$ cat src/hw/rtl/tse_pkg.sv
// tse_pkg: shared types and constants of the tls server-name extractor
// no dependencies; imported by every module of the block
package tse_pkg;

   localparam int TSE_PACKET_CAP = 16384;
   localparam int TSE_QUEUE_DEPTH = 4;
   localparam logic [10:0] TSE_CAP_RESET = 11'd256;
   localparam logic [10:0] TSE_CAP_MAX = 11'd1024;

   localparam logic [1:0] ST_OK    = 2'd0;
   localparam logic [1:0] ST_TRUNC = 2'd1;
   localparam logic [1:0] ST_MAL   = 2'd2;
   localparam logic [1:0] ST_UNSUP = 2'd3;

   localparam logic KIND_NAME   = 1'b0;
   localparam logic KIND_STATUS = 1'b1;

   typedef struct packed {
      logic [7:0] pkt_byte;
      logic       end_of_packet;
   } tse_req_type;

   typedef struct packed {
      logic       kind;
      logic [7:0] name_byte;
      logic [9:0] name_index;
      logic [1:0] status;
      logic [9:0] name_length;
      logic       last_of_run;
   } tse_rsp_type;

   // one front-end event: an optional hostname byte and an optional status
   typedef struct packed {
      logic       has_name;
      logic       has_status;
      logic [7:0] name_byte;
      logic [9:0] name_index;
      logic [1:0] status;
      logic [9:0] name_length;
   } tse_evt_type;

endpackage

$ cat src/hw/rtl/tse_front.sv
// tse_front: per-byte client hello parser, one packet byte per cycle while take is high
// depends on tse_pkg; feeds events into tse_queue
module tse_front #(
   parameter int PacketCap = tse_pkg::TSE_PACKET_CAP
) (
   input  logic                 clock,
   input  logic                 reset,
   input  logic                 csr_wr_en,
   input  logic [10:0]          csr_wr_data,
   input  logic                 take,
   input  tse_pkg::tse_req_type req,
   output logic                 evt_push,
   output tse_pkg::tse_evt_type evt
);
   import tse_pkg::*;

   localparam logic [3:0] PH_HEAD    = 4'd0;
   localparam logic [3:0] PH_SESSLEN = 4'd1;
   localparam logic [3:0] PH_SESS    = 4'd2;
   localparam logic [3:0] PH_CIPHLEN = 4'd3;
   localparam logic [3:0] PH_CIPH    = 4'd4;
   localparam logic [3:0] PH_COMPLEN = 4'd5;
   localparam logic [3:0] PH_COMP    = 4'd6;
   localparam logic [3:0] PH_EXTSLEN = 4'd7;
   localparam logic [3:0] PH_EXTHDR  = 4'd8;
   localparam logic [3:0] PH_EXTSKIP = 4'd9;
   localparam logic [3:0] PH_SNIHDR  = 4'd10;
   localparam logic [3:0] PH_NAME    = 4'd11;
   localparam logic [3:0] PH_DONE    = 4'd12;

   localparam logic [14:0] CapW = 15'(PacketCap);

   logic [10:0] host_cap_ff;
   logic [14:0] byte_cnt_ff, byte_cnt_in;
   logic [3:0]  phase_ff, phase_in;
   logic [15:0] rem_ff, rem_in;
   logic [23:0] acc_ff, acc_in;
   logic [16:0] ext_end_ff, ext_end_in;
   logic [15:0] ext_type_ff, ext_type_in;
   logic [15:0] ext_len_ff, ext_len_in;
   logic [15:0] host_len_ff, host_len_in;
   logic [1:0]  pend_ff, pend_in;
   logic [16:0] needs_ff, needs_in;
   logic        sni_ff, sni_in;

   logic [7:0]  b;
   logic [14:0] pos;
   logic [16:0] pos_p1;
   logic [15:0] acc16;
   logic [23:0] acc24;
   logic [15:0] rem_dec;
   logic [10:0] cap;
   logic [16:0] new_end;
   logic        name_hit;
   logic [9:0]  name_idx;
   logic [1:0]  st;

   always_ff @(posedge clock) begin
      if (reset) begin
         host_cap_ff <= TSE_CAP_RESET;
      end else if (csr_wr_en) begin
         host_cap_ff <= csr_wr_data;
      end
   end

   always_comb begin
      b       = req.pkt_byte;
      pos     = byte_cnt_ff;
      pos_p1  = {2'b0, pos} + 17'd1;
      acc16   = {acc_ff[7:0], b};
      acc24   = {acc_ff[15:0], b};
      rem_dec = rem_ff - 16'd1;
      cap     = (host_cap_ff > TSE_CAP_MAX) ? TSE_CAP_MAX : host_cap_ff;
      new_end = pos_p1 + {1'b0, acc16};

      byte_cnt_in = byte_cnt_ff;
      phase_in    = phase_ff;
      rem_in      = rem_ff;
      acc_in      = acc_ff;
      ext_end_in  = ext_end_ff;
      ext_type_in = ext_type_ff;
      ext_len_in  = ext_len_ff;
      host_len_in = host_len_ff;
      pend_in     = pend_ff;
      needs_in    = needs_ff;
      sni_in      = sni_ff;
      name_hit    = 1'b0;
      name_idx    = '0;
      st          = ST_OK;

      if (pos < CapW && phase_ff != PH_DONE) begin
         unique case (phase_ff) inside
            PH_HEAD: begin
               if (pos == 15'd0 && b != 8'h16) begin
                  phase_in = PH_DONE; pend_in = ST_UNSUP; needs_in = 17'd5;
               end else if (pos == 15'd5 && b != 8'h01) begin
                  phase_in = PH_DONE; pend_in = ST_UNSUP; needs_in = 17'd9;
               end else if (pos >= 15'd6 && pos <= 15'd8) begin
                  acc_in = acc24;
                  if (pos == 15'd8 && acc24 > {9'b0, CapW}) begin
                     phase_in = PH_DONE; pend_in = ST_MAL; needs_in = 17'd9;
                  end
               end else if (pos == 15'd42) begin
                  phase_in = PH_SESSLEN; rem_in = 16'd1; acc_in = '0;
               end
            end
            PH_SESSLEN: begin
               acc_in = '0;
               if (b == 8'd0) begin
                  phase_in = PH_CIPHLEN; rem_in = 16'd2;
               end else begin
                  phase_in = PH_SESS; rem_in = {8'b0, b};
               end
            end
            PH_SESS, PH_CIPH, PH_COMP: begin
               rem_in = rem_dec;
               if (rem_dec == 16'd0) begin
                  acc_in = '0;
                  if (phase_ff == PH_SESS) begin
                     phase_in = PH_CIPHLEN; rem_in = 16'd2;
                  end else if (phase_ff == PH_CIPH) begin
                     phase_in = PH_COMPLEN; rem_in = 16'd1;
                  end else begin
                     phase_in = PH_EXTSLEN; rem_in = 16'd2;
                  end
               end
            end
            PH_CIPHLEN: begin
               acc_in = {8'b0, acc16};
               rem_in = rem_dec;
               if (rem_dec == 16'd0) begin
                  acc_in = '0;
                  if (acc16 == 16'd0) begin
                     phase_in = PH_COMPLEN; rem_in = 16'd1;
                  end else begin
                     phase_in = PH_CIPH; rem_in = acc16;
                  end
               end
            end
            PH_COMPLEN: begin
               acc_in = '0;
               if (b == 8'd0) begin
                  phase_in = PH_EXTSLEN; rem_in = 16'd2;
               end else begin
                  phase_in = PH_COMP; rem_in = {8'b0, b};
               end
            end
            PH_EXTSLEN: begin
               acc_in = {8'b0, acc16};
               rem_in = rem_dec;
               if (rem_dec == 16'd0) begin
                  if (acc16 > {1'b0, CapW}) begin
                     phase_in = PH_DONE; pend_in = ST_MAL; needs_in = pos_p1;
                  end else begin
                     ext_end_in = new_end;
                     if (pos_p1 + 17'd4 <= new_end) begin
                        phase_in = PH_EXTHDR; rem_in = 16'd4; acc_in = '0;
                     end else begin
                        phase_in = PH_DONE; pend_in = ST_UNSUP; needs_in = new_end;
                     end
                  end
               end
            end
            PH_EXTHDR: begin
               acc_in = {8'b0, acc16};
               rem_in = rem_dec;
               if (rem_dec == 16'd2) begin
                  ext_type_in = acc16;
                  acc_in = '0;
               end else if (rem_dec == 16'd0) begin
                  ext_len_in = acc16;
                  if ({1'b0, pos_p1} + {2'b0, acc16} > {1'b0, ext_end_ff}) begin
                     phase_in = PH_DONE; pend_in = ST_MAL; needs_in = ext_end_ff;
                  end else if (ext_type_ff == 16'h0000) begin
                     if (acc16 < 16'd5) begin
                        phase_in = PH_DONE; pend_in = ST_MAL; needs_in = ext_end_ff;
                     end else begin
                        phase_in = PH_SNIHDR; rem_in = 16'd5; acc_in = '0;
                     end
                  end else if (acc16 == 16'd0) begin
                     if (pos_p1 + 17'd4 <= ext_end_ff) begin
                        phase_in = PH_EXTHDR; rem_in = 16'd4; acc_in = '0;
                     end else begin
                        phase_in = PH_DONE; pend_in = ST_UNSUP; needs_in = ext_end_ff;
                     end
                  end else begin
                     phase_in = PH_EXTSKIP; rem_in = acc16; acc_in = '0;
                  end
               end
            end
            PH_EXTSKIP: begin
               rem_in = rem_dec;
               if (rem_dec == 16'd0) begin
                  if (pos_p1 + 17'd4 <= ext_end_ff) begin
                     phase_in = PH_EXTHDR; rem_in = 16'd4; acc_in = '0;
                  end else begin
                     phase_in = PH_DONE; pend_in = ST_UNSUP; needs_in = ext_end_ff;
                  end
               end
            end
            PH_SNIHDR: begin
               // third header byte is the name type, must be host_name
               if (rem_ff == 16'd3 && b != 8'h00) begin
                  phase_in = PH_DONE; pend_in = ST_MAL; needs_in = ext_end_ff;
               end else begin
                  acc_in = {8'b0, acc16};
                  rem_in = rem_dec;
                  if (rem_dec == 16'd0) begin
                     if (17'd5 + {1'b0, acc16} > {1'b0, ext_len_ff} || acc16 == 16'd0
                         || acc16 >= {5'b0, cap}) begin
                        phase_in = PH_DONE; pend_in = ST_MAL; needs_in = ext_end_ff;
                     end else begin
                        host_len_in = acc16;
                        phase_in = PH_NAME; rem_in = acc16; acc_in = '0;
                     end
                  end
               end
            end
            PH_NAME: begin
               name_hit = 1'b1;
               name_idx = 10'(host_len_ff - rem_ff);
               rem_in   = rem_dec;
               if (rem_dec == 16'd0) begin
                  sni_in = 1'b1;
                  phase_in = PH_DONE; pend_in = ST_OK; needs_in = ext_end_ff;
               end
            end
            default: begin
            end
         endcase
      end

      if (byte_cnt_ff <= CapW) begin
         byte_cnt_in = byte_cnt_ff + 15'd1;
      end

      if (host_cap_ff == 11'd0 || byte_cnt_in > CapW) begin
         st = ST_MAL;
      end else if (phase_in == PH_DONE && {2'b0, byte_cnt_in} >= needs_in) begin
         st = pend_in;
      end else begin
         st = ST_TRUNC;
      end

      evt.has_name    = name_hit;
      evt.has_status  = req.end_of_packet;
      evt.name_byte   = name_hit ? b : 8'd0;
      evt.name_index  = name_idx;
      evt.status      = st;
      evt.name_length = (st == ST_OK && sni_in) ? host_len_in[9:0] : 10'd0;
      evt_push        = take && (name_hit || req.end_of_packet);

      if (req.end_of_packet) begin
         byte_cnt_in = '0;
         phase_in    = PH_HEAD;
         rem_in      = '0;
         acc_in      = '0;
         ext_end_in  = '0;
         ext_type_in = '0;
         ext_len_in  = '0;
         host_len_in = '0;
         pend_in     = ST_OK;
         needs_in    = '0;
         sni_in      = 1'b0;
      end
   end

   always_ff @(posedge clock) begin
      if (reset) begin
         byte_cnt_ff <= '0;
         phase_ff    <= PH_HEAD;
         rem_ff      <= '0;
         acc_ff      <= '0;
         ext_end_ff  <= '0;
         ext_type_ff <= '0;
         ext_len_ff  <= '0;
         host_len_ff <= '0;
         pend_ff     <= ST_OK;
         needs_ff    <= '0;
         sni_ff      <= 1'b0;
      end else if (take) begin
         byte_cnt_ff <= byte_cnt_in;
         phase_ff    <= phase_in;
         rem_ff      <= rem_in;
         acc_ff      <= acc_in;
         ext_end_ff  <= ext_end_in;
         ext_type_ff <= ext_type_in;
         ext_len_ff  <= ext_len_in;
         host_len_ff <= host_len_in;
         pend_ff     <= pend_in;
         needs_ff    <= needs_in;
         sni_ff      <= sni_in;
      end
   end

endmodule

$ cat src/hw/rtl/tse_queue.sv
// tse_queue: small event queue between parser and result stage
// depends on tse_pkg
module tse_queue #(
   parameter int Depth = tse_pkg::TSE_QUEUE_DEPTH
) (
   input  logic                 clock,
   input  logic                 reset,
   input  logic                 push,
   input  tse_pkg::tse_evt_type evt_in,
   input  logic                 pop,
   output tse_pkg::tse_evt_type evt_out,
   output logic                 empty,
   output logic                 full
);
   import tse_pkg::*;

   localparam int PtrW = (Depth > 1) ? $clog2(Depth) : 1;
   localparam int CntW = $clog2(Depth + 1);

   tse_evt_type          slot_ff [Depth];
   logic [PtrW-1:0]      wr_ptr_ff, rd_ptr_ff;
   logic [CntW-1:0]      count_ff;

   assign empty   = (count_ff == '0);
   assign full    = (count_ff == CntW'(Depth));
   assign evt_out = slot_ff[rd_ptr_ff];

   always_ff @(posedge clock) begin
      if (push) begin
         slot_ff[wr_ptr_ff] <= evt_in;
      end
   end

   always_ff @(posedge clock) begin
      if (reset) begin
         wr_ptr_ff <= '0;
         rd_ptr_ff <= '0;
         count_ff  <= '0;
      end else begin
         if (push) begin
            wr_ptr_ff <= (wr_ptr_ff == PtrW'(Depth - 1)) ? '0 : wr_ptr_ff + 1'b1;
         end
         if (pop) begin
            rd_ptr_ff <= (rd_ptr_ff == PtrW'(Depth - 1)) ? '0 : rd_ptr_ff + 1'b1;
         end
         if (push && !pop) begin
            count_ff <= count_ff + 1'b1;
         end else if (pop && !push) begin
            count_ff <= count_ff - 1'b1;
         end
      end
   end

endmodule

$ cat src/hw/rtl/tse_back.sv
// tse_back: splits queued events into result items behind an output register
// depends on tse_pkg; reads from tse_queue
module tse_back (
   input  logic                 clock,
   input  logic                 reset,
   input  tse_pkg::tse_evt_type evt,
   input  logic                 empty,
   output logic                 pop,
   output logic                 rsp_valid,
   input  logic                 rsp_stall,
   output tse_pkg::tse_rsp_type rsp_data
);
   import tse_pkg::*;

   logic        valid_ff, valid_in;
   tse_rsp_type data_ff, data_in;
   logic        half_ff, half_in;
   logic        load;
   logic        both;

   always_comb begin
      load = !empty && (!valid_ff || !rsp_stall);
      both = evt.has_name && evt.has_status;
      valid_in = valid_ff && rsp_stall;
      data_in  = data_ff;
      half_in  = half_ff;
      pop      = 1'b0;
      if (load) begin
         valid_in = 1'b1;
         if (evt.has_name && !half_ff) begin
            data_in.kind        = KIND_NAME;
            data_in.name_byte   = evt.name_byte;
            data_in.name_index  = evt.name_index;
            data_in.status      = ST_OK;
            data_in.name_length = '0;
            data_in.last_of_run = !evt.has_status;
         end else begin
            data_in.kind        = KIND_STATUS;
            data_in.name_byte   = '0;
            data_in.name_index  = '0;
            data_in.status      = evt.status;
            data_in.name_length = evt.name_length;
            data_in.last_of_run = 1'b1;
         end
         if (both && !half_ff) begin
            half_in = 1'b1;
         end else begin
            half_in = 1'b0;
            pop     = 1'b1;
         end
      end
   end

   always_ff @(posedge clock) begin
      if (reset) begin
         valid_ff <= 1'b0;
         half_ff  <= 1'b0;
      end else begin
         valid_ff <= valid_in;
         half_ff  <= half_in;
      end
   end

   always_ff @(posedge clock) begin
      data_ff <= data_in;
   end

   assign rsp_valid = valid_ff;
   assign rsp_data  = data_ff;

endmodule

$ cat src/hw/rtl/tls_sni_extractor.sv
// tls_sni_extractor: top level of the streaming client hello server-name extractor
// depends on tse_pkg, tse_front, tse_queue, tse_back
//
//   channel   direction   handshake            payload
//   req_      in          req_valid/req_stall  tse_req_type (pkt_byte, end_of_packet)
//   rsp_      out         rsp_valid/rsp_stall  tse_rsp_type (kind .. last_of_run)
//   csr_      in          csr_wr_en            csr_wr_data, host capacity (11 bits)
//
// one packet byte is taken per cycle whenever the event queue has room
// a byte that both carries a hostname byte and ends the packet gives two
// results, which the output stage sends one after the other, the name item first
// results pass through the queue and then the output register before they appear
// reset is synchronous and clears parser, queue and output valid
// rsp_stall only fills the queue; req_stall rises once it holds four events
module tls_sni_extractor #(
   parameter int PacketCap = tse_pkg::TSE_PACKET_CAP
) (
   input  logic                 clock,
   input  logic                 reset,
   input  logic                 req_valid,
   output logic                 req_stall,
   input  tse_pkg::tse_req_type req_data,
   output logic                 rsp_valid,
   input  logic                 rsp_stall,
   output tse_pkg::tse_rsp_type rsp_data,
   input  logic                 csr_wr_en,
   input  logic [10:0]          csr_wr_data
);
   import tse_pkg::*;

   logic        take;
   logic        evt_push;
   tse_evt_type evt_front;
   tse_evt_type evt_head;
   logic        q_empty;
   logic        q_full;
   logic        q_pop;

   // stall depends only on the registered queue fill
   assign req_stall = q_full;
   assign take      = req_valid && !req_stall;

   // parser: classifies each byte and decides the per-packet status
   tse_front #(
      .PacketCap(PacketCap)
   ) u_front (
      .clock      (clock),
      .reset      (reset),
      .csr_wr_en  (csr_wr_en),
      .csr_wr_data(csr_wr_data),
      .take       (take),
      .req        (req_data),
      .evt_push   (evt_push),
      .evt        (evt_front)
   );

   // decouples parser from the result side
   tse_queue #(
      .Depth(TSE_QUEUE_DEPTH)
   ) u_queue (
      .clock  (clock),
      .reset  (reset),
      .push   (evt_push),
      .evt_in (evt_front),
      .pop    (q_pop),
      .evt_out(evt_head),
      .empty  (q_empty),
      .full   (q_full)
   );

   // result stage: one or two items per event
   tse_back u_back (
      .clock    (clock),
      .reset    (reset),
      .evt      (evt_head),
      .empty    (q_empty),
      .pop      (q_pop),
      .rsp_valid(rsp_valid),
      .rsp_stall(rsp_stall),
      .rsp_data (rsp_data)
   );

endmodule

$ cat config.mk
export PLATFORM = sky130hd
export DESIGN_NAME = tls_sni_extractor
export DESIGN_NICKNAME = d
export VERILOG_FILES = /design/src/hw/rtl/tse_pkg.sv /design/src/hw/rtl/tse_front.sv /design/src/hw/rtl/tse_queue.sv /design/src/hw/rtl/tse_back.sv /design/src/hw/rtl/tls_sni_extractor.sv
export SDC_FILE = /design/constraint.sdc
export NUM_CORES = 1
export LEC_CHECK = 0
export BUFFER_PORTS_ARGS = -buffer_cell sky130_fd_sc_hd__buf_4
export CORE_MARGIN = 8
export CORE_UTILIZATION = 45
export CTS_BUF_LIST = sky130_fd_sc_hd__clkbuf_4 sky130_fd_sc_hd__clkbuf_8
export DETAILED_ROUTE_END_ITERATION = 12
export SLEW_MARGIN = 20
export SYNTH_ARGS = -nofsm -noshare
export SYNTH_HDL_FRONTEND = slang
export SYNTH_SLANG_ARGS = --single-unit
export TNS_END_PERCENT = 1
$ cat constraint.sdc
create_clock -name clock -period 8.6 [get_ports clock]
set_input_delay 1.72 -clock clock [delete_from_list [all_inputs] [get_ports clock]]
set_output_delay 1.72 -clock clock [all_outputs]
set_load 0.005 [all_outputs]
==> impl_metrics.prom <==
# TYPE chip_impl_metric gauge
chip_impl_metric{name="h-tree-depth",unit=""} 2
chip_impl_metric{name="post_cts_hold_buffer_count",unit=""} 0
chip_impl_metric{name="layout.filler_cells",unit=""} 4097
chip_impl_metric{name="clock-sinks",unit=""} 312
chip_impl_metric{name="timing.critical_path.fanout_max",unit=""} 7
chip_impl_info{name="worst_hold_path_type",value="reg -> reg"} 1
chip_impl_metric{name="edff_count_synth",unit=""} 160
chip_impl_metric{name="syn_area",unit="µm²"} 19800
chip_impl_metric{name="share_of_cells_above_drive_strength_1",unit="%"} 17.2
chip_impl_metric{name="first_global_vias",unit=""} 17000
chip_impl_metric{name="max_capacitance_violation_total",unit=""} 0
chip_impl_metric{name="routed_wire_length_per_instance",unit="µm"} 24.1
chip_impl_metric{name="synth_warnings",unit=""} 0
chip_impl_metric{name="distinct_cell_type_count_after_synthesis",unit=""} 92
chip_impl_metric{name="grt_first_pass_wirelength",unit="µm"} 106000
chip_impl_metric{name="whs_path_depth",unit=""} 2
chip_impl_metric{name="dr_total_vias",unit=""} 17600
chip_impl_metric{name="number_of_buffers_added_by_the_clock_tree_synthesis_step",unit=""} 55
chip_impl_metric{name="crit_required",unit="ns"} 9.03
chip_impl_info{name="timing_worst_setup_path_type",value="reg -> reg"} 1
chip_impl_metric{name="leakagePower",unit="nW"} 8.84
chip_impl_metric{name="post-route-period-util",unit="%"} 95.2
chip_impl_metric{name="yosys_register_bits",unit=""} 312
chip_impl_metric{name="max-clock-path-buffers",unit=""} 3
chip_impl_metric{name="route.antenna.remaining_nets",unit=""} 0
chip_impl_metric{name="drc",unit=""} 0
chip_impl_info{name="synth_most_common_cell",value="sky130_fd_sc_hd__nor2_1"} 1
chip_impl_metric{name="fin_hold_ws",unit="ns"} 0.455
chip_impl_metric{name="grt-ovfl-total",unit=""} 0
chip_impl_info{name="hp-start",value="u_front.ext_len_ff[9]"} 1
chip_impl_metric{name="worstPathArrival",unit="ns"} 8.61
chip_impl_metric{name="grtUsageTotal",unit="%"} 27.0
chip_impl_info{name="hold_path_end",value="u_front.ext_len_ff[9]"} 1
chip_impl_metric{name="globalplace.congestion",unit=""} 0.997
chip_impl_metric{name="initial_cell_density_of_the_core",unit="%"} 45.1
chip_impl_metric{name="grt_antenna_before_repair",unit=""} 1
chip_impl_metric{name="ys_async_sr_fraction",unit="%"} 0
chip_impl_metric{name="diodes_inserted",unit=""} 0
chip_impl_metric{name="timing.critical_path.slowest_cell_delay",unit="ns"} 0.60
chip_impl_metric{name="flow.area_growth_from_synthesis",unit="%"} 15.9
chip_impl_info{name="cts_tree",value="yes"} 1
chip_impl_metric{name="chipWidth",unit="µm"} 226
chip_impl_metric{name="syn-instance-count",unit=""} 2106
chip_impl_metric{name="maxSlewViolCount",unit=""} 0
chip_impl_metric{name="layout_min_cycle_time",unit="ns"} 8.18
chip_impl_info{name="start_kind",value="register"} 1
chip_impl_metric{name="place.detailed.instances",unit=""} 2783
chip_impl_metric{name="dieArea",unit="µm²"} 50900
chip_impl_metric{name="fin_area",unit="µm²"} 22900
chip_impl_metric{name="finalNetCount",unit=""} 2418
chip_impl_info{name="synth_commonest_cells",value="sky130_fd_sc_hd__nor2_1 (217), sky130_fd_sc_hd__edfxtp_1 (160), sky130_fd_sc_hd__dfxtp_1 (152), sky130_fd_sc_hd__nand2_1 (152), sky130_fd_sc_hd__a21oi_1 (150)"} 1
chip_impl_metric{name="clk_latency",unit="ns"} 0.67
chip_impl_metric{name="synthesis.area_per_instance",unit="µm²"} 9.39
chip_impl_metric{name="route.final.wire_length",unit="µm"} 69700
chip_impl_metric{name="core-area",unit="µm²"} 43800
chip_impl_metric{name="powerDensity",unit="nW/µm²"} 209
chip_impl_metric{name="fin_worst_skew",unit="ns"} 0.0387
chip_impl_metric{name="die_h",unit="µm"} 226
chip_impl_metric{name="num_io_pins",unit=""} 59
chip_impl_info{name="regToRegStartpoint",value="u_front.byte_cnt_ff[0]"} 1
chip_impl_metric{name="ff2ff_setup_slack",unit="ns"} 0.42
chip_impl_metric{name="detailedRoute.firstIterationViolations",unit=""} 1738
chip_impl_info{name="crit_path_top_delay_cell",value="sky130_fd_sc_hd__ha_1"} 1
chip_impl_info{name="post_synth_main_area_contributors",value="sky130_fd_sc_hd__edfxtp_1 (24%), sky130_fd_sc_hd__dfxtp_1 (15%), sky130_fd_sc_hd__ha_1 (8.9%)"} 1
chip_impl_metric{name="maximum_number_of_pins_on_one_net_before_global_route_repair",unit=""} 71
chip_impl_metric{name="setup-violations-final",unit=""} 0
chip_impl_info{name="crit-reg2reg-capture",value="u_queue.slot_ff[3][3]"} 1
chip_impl_metric{name="fmaxAchievable",unit="MHz"} 122
chip_impl_metric{name="yosysTopAreaCellShare",unit="%"} 24.3
chip_impl_info{name="endpoint_kind",value="register"} 1
chip_impl_info{name="dominantRegCellSynth",value="sky130_fd_sc_hd__edfxtp_1"} 1
chip_impl_metric{name="rr_worst_depth",unit=""} 36
chip_impl_metric{name="viasPerCell",unit=""} 6.08
chip_impl_metric{name="dpl_hpwl",unit="µm"} 51600
chip_impl_metric{name="cts.reportedPaths.clkPinSlew",unit="ns"} 0.06
chip_impl_info{name="leading_area_contributor_after_synthesis",value="sky130_fd_sc_hd__edfxtp_1"} 1
chip_impl_info{name="run_status",value="complete, no violations"} 1
chip_impl_metric{name="rows",unit=""} 77
chip_impl_metric{name="hold_viol_final",unit=""} 0
chip_impl_metric{name="number_of_non_filler_instances_in_the_completed_layout",unit=""} 2886
chip_impl_metric{name="portBuffers",unit=""} 58
chip_impl_metric{name="worst_slew_pin_slew",unit="ns"} 1.25
chip_impl_metric{name="share_of_synthesized_area_occupied_by_flip_flops_and_latches",unit="%"} 39.7
chip_impl_metric{name="first_pass_iters",unit=""} 6
chip_impl_metric{name="relSlewSlack",unit="%"} 16.5
chip_impl_metric{name="dpl_cell_area",unit="µm²"} 21600
chip_impl_metric{name="peakVddDrop",unit="mV"} 0.139
chip_impl_metric{name="layout.core_utilization",unit="%"} 52.3
chip_impl_info{name="root_driver",value="sky130_fd_sc_hd__clkbuf_8"} 1
==> per-stage QoR <==
step	total power [mW]	TNS (ns)	setup WS (ns)
after CTS	4.79	0	0.0585
after global routing	5.04	-0.310	-0.0285
after floorplan	2.78	0	0.424
after global placement	3.35	0	0.0313
after detailed placement	3.36	-4.61	-0.162
final	4.80	0	0.416
==> state kept, by name, summed over array words and instances (netlist names), named ones only <==
name	flops
u_front.needs_ff	17
u_front.ext_len_ff	16
u_back.rsp_valid	1
u_front.pend_ff	2
u_queue.rd_ptr_ff	2
u_front.ext_end_ff	17
u_front.host_len_ff	10
u_front.phase_ff	4
u_back.half_ff	1
u_front.sni_ff	1
u_queue.slot_ff	128
u_queue.wr_ptr_ff	2
u_queue.count_ff	3
u_front.byte_cnt_ff	15
u_front.acc_ff	16
u_front.ext_type_ff	16
u_front.host_cap_ff	11
u_back.rsp_data	32
u_front.rem_ff	16
==> layout make-up <==
type	instances	area, µm²	share of cell area, %
Tap cell	592	741	3.23
Clock inverter	22	164	0.715
Multi-Input combinational cell	1570	11300	49.2
Sequential cell	312	7850	34.3
Inverter	113	424	1.85
Timing Repair Buffer	198	1500	6.54
Clock buffer	79	975	4.25
==> critical path: cells and delay by family, from the launching register on <==
family,cells,cell delay (ns)
simple gates,7,1.69
compound gates,16,2.78
buf+inv,7,1.21
flops,1,0.40
mux,1,0.19
fa+ha+maj,4,1.53
xor+xnor,1,0.14
==> kinds of logic (layout without fill, tap and decap cells) <==
logic type / Yosys count / after routing / share of synthesized area, %
AOI/OAI and AO/OA: 544 / 544 / 18.3
xor gates and xnor gates: 79 / 79 / 3.50
adders and majority gates: 143 / 143 / 9.16
buffers and inverters: 225 / 412 / 4.46
DFF: 312 / 312 / 39.7
muxes: 82 / 82 / 6.18
other: 1 / 2 / 0.0190
and+or+nand+nor: 720 / 720 / 18.7
==> worst max path at each step <==
stage                           start                    end  cells after the start
6_report       u_front.byte_cnt_ff[0]  u_queue.slot_ff[3][3]                     36
5_1_grt        u_front.byte_cnt_ff[0]  u_queue.slot_ff[0][5]                     39
4_1_cts        u_front.byte_cnt_ff[1]  u_queue.slot_ff[0][9]                     34
3_5_place_dp              req_data[2]  u_queue.slot_ff[1][9]                     30
3_3_place_gp              req_data[2]  u_queue.slot_ff[0][5]                     29
2_1_floorplan             req_data[1]  u_queue.slot_ff[0][0]                     34
==> where the power goes <==
| group | internal (mW) | total [mW] | switching (mW) |
|---|---|---|---|
| Combinational | 0.628 | 1.54 | 0.912 |
| Clock | 0.792 | 1.43 | 0.634 |
| Sequential | 1.74 | 1.83 | 0.0893 |
==> repair_timing <==
item / 4_1_cts / 5_1_grt
endpoints found under the setup margin: 0 / 48
hold endpoints to repair: 0 / 0
setup buffers: 0 / 2
gates resized for setup: 0 / 27
==> cells in the final DEF, fill, tap and decap left out, drive strengths merged, types with 10 or more instances in the layout <==
master    n
nor2b    53
a21oi   151
a22oi    52
and2     38
or3      12
and3     17
nor2    218
a21boi   10
o22ai    10
a211oi   30
ha      140
clkbuf   79
edfxtp  160
nand2b   18
o31ai    15
nor3     61
buf     198
nand3    45
or4      13
a21o     16
inv     116
mux4     32
mux2i    49
o21ai    98
xor2     24
clkinv   17
nor4b    11
nand2   152
o21a     22
nand4    27
o211ai   12
dfxtp   152
nor4     28
a31oi    23
xnor2    55
==> per-layer routing <==
metal | global-route usage, % | up-vias | wire length [µm]
met3 | 4.66 | 154 | 5480
li1 | - | 8083 | -
met2 | 43.1 | 773 | 31800
met5 | 0 | - | 0
met4 | 9.92 | 0 | 2600
met1 | 36.3 | 8550 | 29800
No activity file was read; power rests on OpenSTA's default activity.
